File: config.mk
export PLATFORM = sky130hd
export DESIGN_NAME = gssa_front
export DESIGN_NICKNAME = d
export VERILOG_FILES = /design/src/rtl/core/grouped_sparse_stats_accumulator_unit_macros.svh /design/src/rtl/core/gssa_pkg.sv /design/src/rtl/core/gssa_front.sv
export SDC_FILE = /design/constraint.sdc
export NUM_CORES = 2
export LEC_CHECK = 0
export ABC_CLOCK_PERIOD_IN_PS = 17800
export BUFFER_PORTS_ARGS = -buffer_cell sky130_fd_sc_hd__buf_2
export CORE_MARGIN = 2
export CORE_UTILIZATION = 55
export DETAILED_ROUTE_END_ITERATION = 10
export GPL_TIMING_DRIVEN = 0
export PLACE_DENSITY = 0.78
export SLEW_MARGIN = 20
export SYNTH_ARGS = -nofsm -noshare
export SYNTH_HDL_FRONTEND = slang
export SYNTH_SLANG_ARGS = --single-unit
File: constraint.sdc
create_clock -name clk -period 17.8 [get_ports clk]
set_clock_uncertainty 0.05 [all_clocks]
set_input_delay 0.89 -clock clk [delete_from_list [all_inputs] [get_ports clk]]
set_output_delay 0.89 -clock clk [all_outputs]
set_load 0.02 [all_outputs]
File: src/rtl/core/grouped_sparse_stats_accumulator_unit_macros.svh
// assertion macros for the grouped sparse stats accumulator
// used by the top level only; no other dependencies
`ifndef GROUPED_SPARSE_STATS_ACCUMULATOR_UNIT_MACROS_SVH
`define GROUPED_SPARSE_STATS_ACCUMULATOR_UNIT_MACROS_SVH

// antecedent this cycle implies consequent in the next cycle
`define GSSA_CHECK_NEXT(lbl, ck, rn, ante, cons, msg) \
  lbl: assert property (@(posedge ck) disable iff (!rn) (ante) |=> (cons)) \
    else $error(msg);

// antecedent implies consequent in the same cycle
`define GSSA_CHECK_NOW(lbl, ck, rn, ante, cons, msg) \
  lbl: assert property (@(posedge ck) disable iff (!rn) (ante) |-> (cons)) \
    else $error(msg);

`endif

File: src/rtl/core/gssa_pkg.sv
// shared types and constants of the grouped sparse stats accumulator
// no dependencies
package gssa_pkg;

  localparam int OP_W    = 2;
  localparam int FEAT_W  = 10;
  localparam int GROUP_W = 4;
  localparam int VALUE_W = 24;
  localparam int NZ_W    = 16;
  localparam int SUM_W   = 40;
  localparam int MEAN_W  = 24;
  localparam int VAR_W   = 48;
  localparam int SQ_W    = 64;
  localparam int STAT_W  = 2;
  localparam int MASK_W  = 4;
  localparam int GSIZE_W = 16;
  localparam int IDX_W   = 18;
  localparam int VSQ_W   = 48;
  localparam int NUM_W   = 82;
  localparam int DIVD_W  = 80;
  localparam int DIVS_W  = 32;

  // request op codes
  localparam logic [OP_W-1:0] OP_COUNT = 2'd0;
  localparam logic [OP_W-1:0] OP_ACCUM = 2'd1;
  localparam logic [OP_W-1:0] OP_READ  = 2'd2;

  // result status codes
  localparam logic [STAT_W-1:0] ST_OK     = 2'd0;
  localparam logic [STAT_W-1:0] ST_EMPTY  = 2'd1;
  localparam logic [STAT_W-1:0] ST_SINGLE = 2'd2;

  // stats mask bits
  localparam int MB_NZ   = 0;
  localparam int MB_SUM  = 1;
  localparam int MB_MEAN = 2;
  localparam int MB_VAR  = 3;
  localparam logic [MASK_W-1:0] MASK_RESET = 4'hF;

  typedef enum logic [1:0] {
    CMD_COUNT,
    CMD_ACCUM,
    CMD_READ,
    CMD_READ_BAD
  } cmd_kind_t;

  typedef struct packed {
    cmd_kind_t                  kind;
    logic [IDX_W-1:0]           idx;
    logic [GROUP_W-1:0]         group;
    logic signed [VALUE_W-1:0]  value;
    logic [VSQ_W-1:0]           vsq;
  } cmd_t;

  typedef struct packed {
    logic [NZ_W-1:0]          nz;
    logic signed [SUM_W-1:0]  sum;
    logic [SQ_W-1:0]          sq;
  } row_t;

  // queue head toward the back end
  typedef struct packed {
    logic valid;
    cmd_t cmd;
  } q_head_t;

  // back end control toward the front end
  typedef struct packed {
    logic pop;
    logic init;
  } back_ctl_t;

  typedef enum logic [2:0] {
    B_CLEAR,
    B_IDLE,
    B_EXEC,
    B_DIVM,
    B_MUL,
    B_DIVV,
    B_OUT
  } back_state_t;

endpackage

File: src/rtl/core/gssa_front.sv
// front end: takes requests, classifies them and queues commands
// depends on gssa_pkg
module gssa_front import gssa_pkg::*; #(
  parameter int FEATURE_COUNT = 1024,
  parameter int N_GROUPS      = 16
) (
  input  logic                       clk,
  input  logic                       rst_n,
  input  logic                       start,
  output logic                       busy,
  input  logic [OP_W-1:0]            in_op,
  input  logic [FEAT_W-1:0]          in_feature,
  input  logic [GROUP_W-1:0]         in_group,
  input  logic signed [VALUE_W-1:0]  in_value,
  input  back_ctl_t                  ctl,
  output q_head_t                    head
);

  localparam int QD = 2;

  cmd_t                          q_mem_r [QD];
  logic                          wr_ptr_r, rd_ptr_r;
  logic [1:0]                    cnt_r;
  logic                          full, push, keep, idx_ok;
  cmd_t                          cmd;
  logic signed [2*VALUE_W-1:0]   vprod;

  // classify the incoming request
  always_comb begin
    idx_ok = (32'(in_feature) < FEATURE_COUNT) && (32'(in_group) < N_GROUPS);
    vprod  = in_value * in_value;
    cmd.idx   = IDX_W'(32'(in_feature) * N_GROUPS + 32'(in_group));
    cmd.group = in_group;
    cmd.value = in_value;
    cmd.vsq   = VSQ_W'(vprod);
    cmd.kind  = CMD_COUNT;
    keep      = 1'b0;
    unique case (in_op)
      OP_COUNT: begin
        cmd.kind = CMD_COUNT;
        keep     = idx_ok;
      end
      OP_ACCUM: begin
        cmd.kind = CMD_ACCUM;
        keep     = idx_ok && (in_value != '0);
      end
      OP_READ: begin
        cmd.kind = idx_ok ? CMD_READ : CMD_READ_BAD;
        keep     = 1'b1;
      end
      default: begin
        keep = 1'b0;
      end
    endcase
  end

  assign full = (cnt_r == 2'(QD));
  assign busy = full || ctl.init;
  assign push = start && !busy && keep;

  // command queue
  always_ff @(posedge clk) begin
    if (!rst_n) begin
      wr_ptr_r <= 1'b0;
      rd_ptr_r <= 1'b0;
      cnt_r    <= '0;
    end else begin
      if (push) wr_ptr_r <= ~wr_ptr_r;
      if (ctl.pop) rd_ptr_r <= ~rd_ptr_r;
      cnt_r <= cnt_r + 2'(push) - 2'(ctl.pop);
    end
  end

  always_ff @(posedge clk) begin
    if (push) q_mem_r[wr_ptr_r] <= cmd;
  end

  assign head.valid = (cnt_r != '0);
  assign head.cmd   = q_mem_r[rd_ptr_r];

endmodule

Word level (Yosys, flattened, before mapping)
Memories as Yosys holds them, arrays and structs flattened. A register that Yosys moved wholly into a read port is not among the register bits.
Index checks and enable logic that the tools add are counted.
{"block": "op_classes", "add_sub_neg": 3, "mul": 1, "div": 0, "order_cmp": 0, "eq_ne": 3, "n_shift": 0, "n_mux": 6, "bitwise_logic": 2, "n_reduce_logical": 8}
{"cell": "$mul 24x24->48", "n": 1}
{"cell": "$reduce_bool 24->1", "n": 1}
{"cell": "$add 14x4->15", "n": 1}
{"cell": "$eq 2x2->1 const B", "n": 2}
{"cell": "$mux 1", "n": 4}
{"cell": "$pmux 2 s2", "n": 1}
{"cell": "$add 2x1->2", "n": 1}
{"cell": "$eq 2x1->1 const B", "n": 1}
{"cell": "$logic_and 1x1->1", "n": 2}
{"cell": "$logic_not 2->1", "n": 1}
{"cell": "$not 1->1", "n": 2}
{"cell": "$pmux 1 s2", "n": 1}
{"cell": "$reduce_bool 2->1", "n": 1}
{"cell": "$reduce_or 2->1", "n": 1}
{"cell": "$sub 2x1->2", "n": 1}
{"cell": "$logic_not 1->1", "n": 1}
{"cell": "$logic_or 1x1->1", "n": 1}
{"block": "totals", "ff_bits": 4, "latch_bits": 0, "ram_bits": 186, "rom_bits": 0, "in_bits": 45, "output_inout_bits": 98, "word_cells": 27, "n_memories": 1}
{"name": "q_mem_r", "words": 2, "width": 93, "rd": 1, "rd_clocked_by_memory_dff": 1, "write_ports": 1, "line_no": "gssa_front.sv:21", "source": "cmd_t q_mem_r [QD];"}

Logic depth before layout (Yosys ltp)
{"block": "logic_depth", "depth_word": 7, "depth_mapped": 27, "depth_no_buf": 26}

Worst setup path after synthesis
OpenSTA, ideal clock, no wires.
{"block": "synth_timing", "path_type": "input port to flip-flop", "startpoint": "in in_value[23]", "endpoint": "mem q_mem_r[0][47] in the netlist's numbering (data pin)", "arrival_ns": 7.316, "slack_ns": 10.169, "stages": 21, "cell_sequence": "clkbuf_1 -> inv_1 -> clkbuf_1 -> nor2_1 -> fa_1 -> inv_1 -> fa_1 -> inv_1 -> fa_1 -> inv_1 -> fa_1 -> fa_1 -> fa_1 -> fa_1 -> inv_1 -> ha_1 -> clkbuf_1 -> nand4_1 -> or4_1 -> o31ai_2 -> xnor2_1"}
{"item": "start, declared", "line_no": "gssa_front.sv:14", "source": "input logic signed [VALUE_W-1:0] in_value,"}
{"item": "end, declared", "line_no": "gssa_front.sv:21"}

==> results.rst <==
.. list-table::
   :header-rows: 1

   * - Metric
     - Value
   * - Result of the run
     - completed
   * - TritonCTS buffer count
     - 17
   * - Source of the worst register-to-register timing path
     - cnt_r[0]
   * - Die outline height
     - 220 um
   * - Antenna violations before repair
     - 0
   * - Area of the mapped netlist
     - about 26,000 sq um
   * - Synth cell types
     - 66
   * - Achievable frequency
     - between 100 and 150 MHz
   * - Master of the slowest instance on the critical path
     - sky130_fd_sc_hd__buf_1
   * - Worst R2R Setup Slack
     - 15.29 ns
   * - Transition time at the pin with the least slew margin
     - approximately 1.2 ns
   * - Final core utilization
     - 60.2%
   * - GRT Residual Overflow
     - 0
   * - Drt via density
     - 5.39
   * - Hold Crit Endpoint
     - cnt_r[0]
   * - Synthesis-stage register bit count
     - 177
   * - Endpoints failing setup
     - 0
   * - Number of global-route vias before repair
     - ~19,000
   * - TritonCTS clock tree
     - built
   * - Post_cts resized
     - 0
   * - Initial DRT Pass Iterations
     - 5
   * - P&R area growth vs syn
     - 8.70%
   * - Worst Hold Depth
     - 2
   * - Effective utilization at floorplan
     - 55.4%
   * - Fraction of final layout cells with drive strength greater than 1
     - 11.6%
   * - Clock latency at the later pin of the worst-skew pair
     - 0.44 ns
   * - Unrepaired setup endpoints after global routing
     - false
   * - Root buffer cell
     - sky130_fd_sc_hd__clkbuf_16
   * - Number of hold buffers added after CTS
     - 0
   * - Hold_sp
     - cnt_r[0]
   * - Setup CP Type
     - in -> reg
   * - Post-route fraction of the period consumed by the critical path
     - 53.7%
   * - Routed len/inst
     - roughly 21 um
   * - Fraction of the yosys area taken by sequential cells
     - 20.5%
   * - Clock tree buffer depth
     - 2
   * - Final hold violation count
     - 0
   * - Detail Route Antenna Nets
     - 0
   * - Synth Flop Type
     - sky130_fd_sc_hd__edfxtp_1
   * - Largest net degree at the start of global routing
     - 28
   * - Synthesized area per cell
     - 10.9 sq um
   * - Worst flop-to-flop path endpoint
     - q_mem_r[1][60]
   * - Starting DRC count in detailed routing
     - 1,293
   * - Reported max-cap violation count
     - 0
   * - R2r worst-path depth
     - 7
   * - First-pass GRT wire length
     - around 100,000 um
   * - Synth async-reset ratio
     - 0%
   * - Setup TNS after final layout
     - 0 ns
   * - DRC violation count after routing
     - 0
   * - # port buffers
     - 137
   * - Final min period
     - 9.56 ns
   * - All-Layer GR Usage
     - slightly below 30%
   * - Final GP Congestion
     - 0.978
   * - Die Outline Area
     - approximately 48,000 sq um
   * - Data required time at the worst endpoint
     - 17.97 ns
   * - Most repeated library cell on the critical path
     - sky130_fd_sc_hd__fa_1
   * - Crit end category
     - register
   * - Number of top-level design ports
     - 143
   * - Worst setup SP type
     - primary input
   * - HPWL after DPL
     - 53,800 um
   * - Number of buffers inserted by post-CTS setup repair
     - 0
   * - Gate count of the mapped netlist
     - 2,363
   * - Data arrival time of the critical path
     - 9.74 ns
   * - Total number of clock tree sinks
     - 177
   * - Path category of the worst min-delay check
     - reg -> reg
   * - Final WL
     - 66,200 um
   * - Max Transition Viols Final
     - 0
   * - Standard-cell rows
     - 79
   * - Count of flip-flops with a built-in enable after synthesis
     - 172
   * - CTS H-Tree Depth
     - 4
   * - Post-CTS clock slew at the launch and capture registers of the worst setup and hold paths
     - ~0.070 ns
   * - Critical path's largest stage delay
     - 0.78 ns
   * - Count of nets after finishing
     - approximately 3,300
   * - Width of the die
     - 220 um
   * - Floorplan core area
     - 46,400 sq um
   * - DR vias
     - 17,000
   * - Worst relative slew slack
     - 21.2%
   * - Critical path fanouts, max
     - 10
   * - Yosys warning total
     - 0
==> per-stage QoR <==
stage | setup WS (ns) | instance area (sq um) | cells | hold WS (ns)
global route | 7.94 | 27900 | 3150 | 0.558
CTS | 8.53 | 27900 | 3150 | 0.556
detailed placement | 8.07 | 27300 | 3118 | 0.542
global placement | 7.97 | 27100 | 3111 | 0.518
floorplan | 10.17 | 25700 | 2367 | 0.505
finish | 8.24 | 27900 | 3151 | 0.559
==> sequential cells by signal, indices dropped and copies added, names as in the netlist, named ones only <==
name,count
rd_ptr_r,1
q_mem_r,172
cnt_r,2
wr_ptr_r,1
==> worst max-delay path, delay by kind of cell <==
kind | cells | cell delay (ns)
AOI/OAI and AO/OA | 4 | 1.26
buffers and inverters | 9 | 2.29
and+or+nand+nor | 4 | 1.45
adders and majority gates | 8 | 3.83
==> routing by layer <==
metal  routed length (um)  part of all wire (%)  track usage (%)
met1                24700                    37             35.2
met2                33600                    51             50.5
met3                 4620                   7.0             4.80
met4                 3230                   4.9             13.5
met5                    0                     0                0
==> placed cells by master, fill, tap and decap left out, types with 3 or more instances in the layout <==
| cell | Yosys | routed |
|---|---|---|
| sky130_fd_sc_hd__a21o_1 | 17 | 17 |
| sky130_fd_sc_hd__buf_4 | 10 | 10 |
| sky130_fd_sc_hd__fa_1 | 558 | 558 |
| sky130_fd_sc_hd__xor2_1 | 21 | 21 |
| sky130_fd_sc_hd__xnor2_1 | 40 | 40 |
| sky130_fd_sc_hd__nor3_1 | 4 | 4 |
| sky130_fd_sc_hd__nand2_1 | 209 | 209 |
| sky130_fd_sc_hd__a311oi_1 | 3 | 3 |
| sky130_fd_sc_hd__buf_2 | 2 | 139 |
| sky130_fd_sc_hd__ha_1 | 149 | 149 |
| sky130_fd_sc_hd__clkbuf_1 | 59 | 61 |
| sky130_fd_sc_hd__or2_2 | 3 | 3 |
| sky130_fd_sc_hd__clkbuf_16 | 0 | 17 |
| sky130_fd_sc_hd__and3_1 | 8 | 8 |
| sky130_fd_sc_hd__nor2_1 | 62 | 60 |
| sky130_fd_sc_hd__nand3_1 | 16 | 16 |
| sky130_fd_sc_hd__nor4_1 | 7 | 7 |
| sky130_fd_sc_hd__clkinv_4 | 0 | 7 |
| sky130_fd_sc_hd__a21oi_1 | 43 | 43 |
| sky130_fd_sc_hd__conb_1 | 1 | 5 |
| sky130_fd_sc_hd__a31oi_1 | 4 | 4 |
| sky130_fd_sc_hd__buf_1 | 6 | 6 |
| sky130_fd_sc_hd__nand4_1 | 7 | 7 |
| sky130_fd_sc_hd__o211ai_1 | 4 | 4 |
| sky130_fd_sc_hd__o21ai_0 | 16 | 16 |
| sky130_fd_sc_hd__and2_1 | 91 | 91 |
| sky130_fd_sc_hd__dfxtp_1 | 5 | 5 |
| sky130_fd_sc_hd__buf_16 | 0 | 4 |
| sky130_fd_sc_hd__edfxtp_1 | 172 | 172 |
| sky130_fd_sc_hd__clkbuf_2 | 3 | 3 |
| sky130_fd_sc_hd__o21a_1 | 13 | 13 |
| sky130_fd_sc_hd__nor2b_1 | 8 | 8 |
| sky130_fd_sc_hd__nand2b_1 | 9 | 9 |
| sky130_fd_sc_hd__inv_1 | 683 | 683 |
| sky130_fd_sc_hd__mux2_2 | 87 | 87 |
| sky130_fd_sc_hd__buf_12 | 0 | 3 |
==> how the worst max path moves through the flow <==
stage / start / end / slack, ns / depth (start not counted)
finish: in_value[16] / q_mem_r[0][45] / 8.24 / 25
global route: in_value[16] / q_mem_r[1][45] / 7.94 / 25
CTS: in_value[16] / q_mem_r[1][45] / 8.53 / 25
detailed placement: in_value[16] / q_mem_r[0][45] / 8.07 / 25
global placement: in_value[23] / q_mem_r[0][59] / 7.97 / 11
floorplan: in_value[23] / q_mem_r[0][47] / 10.17 / 21
==> cells by family after synthesis <==
| family | count (synthesis) | share of synthesized area [%] |
|---|---|---|
| other cells | 1 | 0.0146 |
| simple gates | 434 | 7.91 |
| mux | 88 | 3.85 |
| flops | 177 | 20.5 |
| buf+inv | 763 | 11.3 |
| fa+ha+maj | 707 | 50.8 |
| xor+xnor | 61 | 2.08 |
| compound gates | 132 | 3.54 |
==> cell type report <==
| class | count | area (sq um) |
|---|---|---|
| Timing Repair Buffer | 144 | 856 |
| Fill cell | 3710 | 18400 |
| Clock inverter | 13 | 154 |
| Clock buffer | 19 | 433 |
| Multi-Input combinational cell | 1427 | 17500 |
| Buffer | 80 | 344 |
| Antenna cell | 1 | 2.50 |
| Sequential cell | 177 | 5270 |
| Inverter | 683 | 2560 |
| Tap cell | 607 | 759 |
==> Yosys cell counts, drive strengths merged, types with 3 or more instances <==
library cell  instances  share of area [%]
dfxtp                 5               0.39
fa                  558                 44
o211ai                4               0.12
and2                 93                2.3
xnor2                40                1.4
a31oi                 5               0.18
mux2                 87                3.8
nand2b                9               0.22
o21ai                19               0.40
nor3                  4              0.078
and3                  9               0.22
a21oi                45               0.91
edfxtp              172                 20
nor4                  7               0.17
a211o                 3               0.11
a21o                 19               0.57
a311oi                4               0.16
nor2                 62               0.91
clkbuf               62               0.92
buf                  18               0.42
nor2b                 8               0.19
o21a                 13               0.38
nand4                 7               0.17
inv                 683                 10
nand3                16               0.31
o31ai                 3               0.11
nand2               209                3.1
ha                  149                7.3
xor2                 21               0.72
or2                   3              0.073
Power is not shown: default switching activity piles up to over one toggle a cycle in this logic, so the estimate is an artifact.
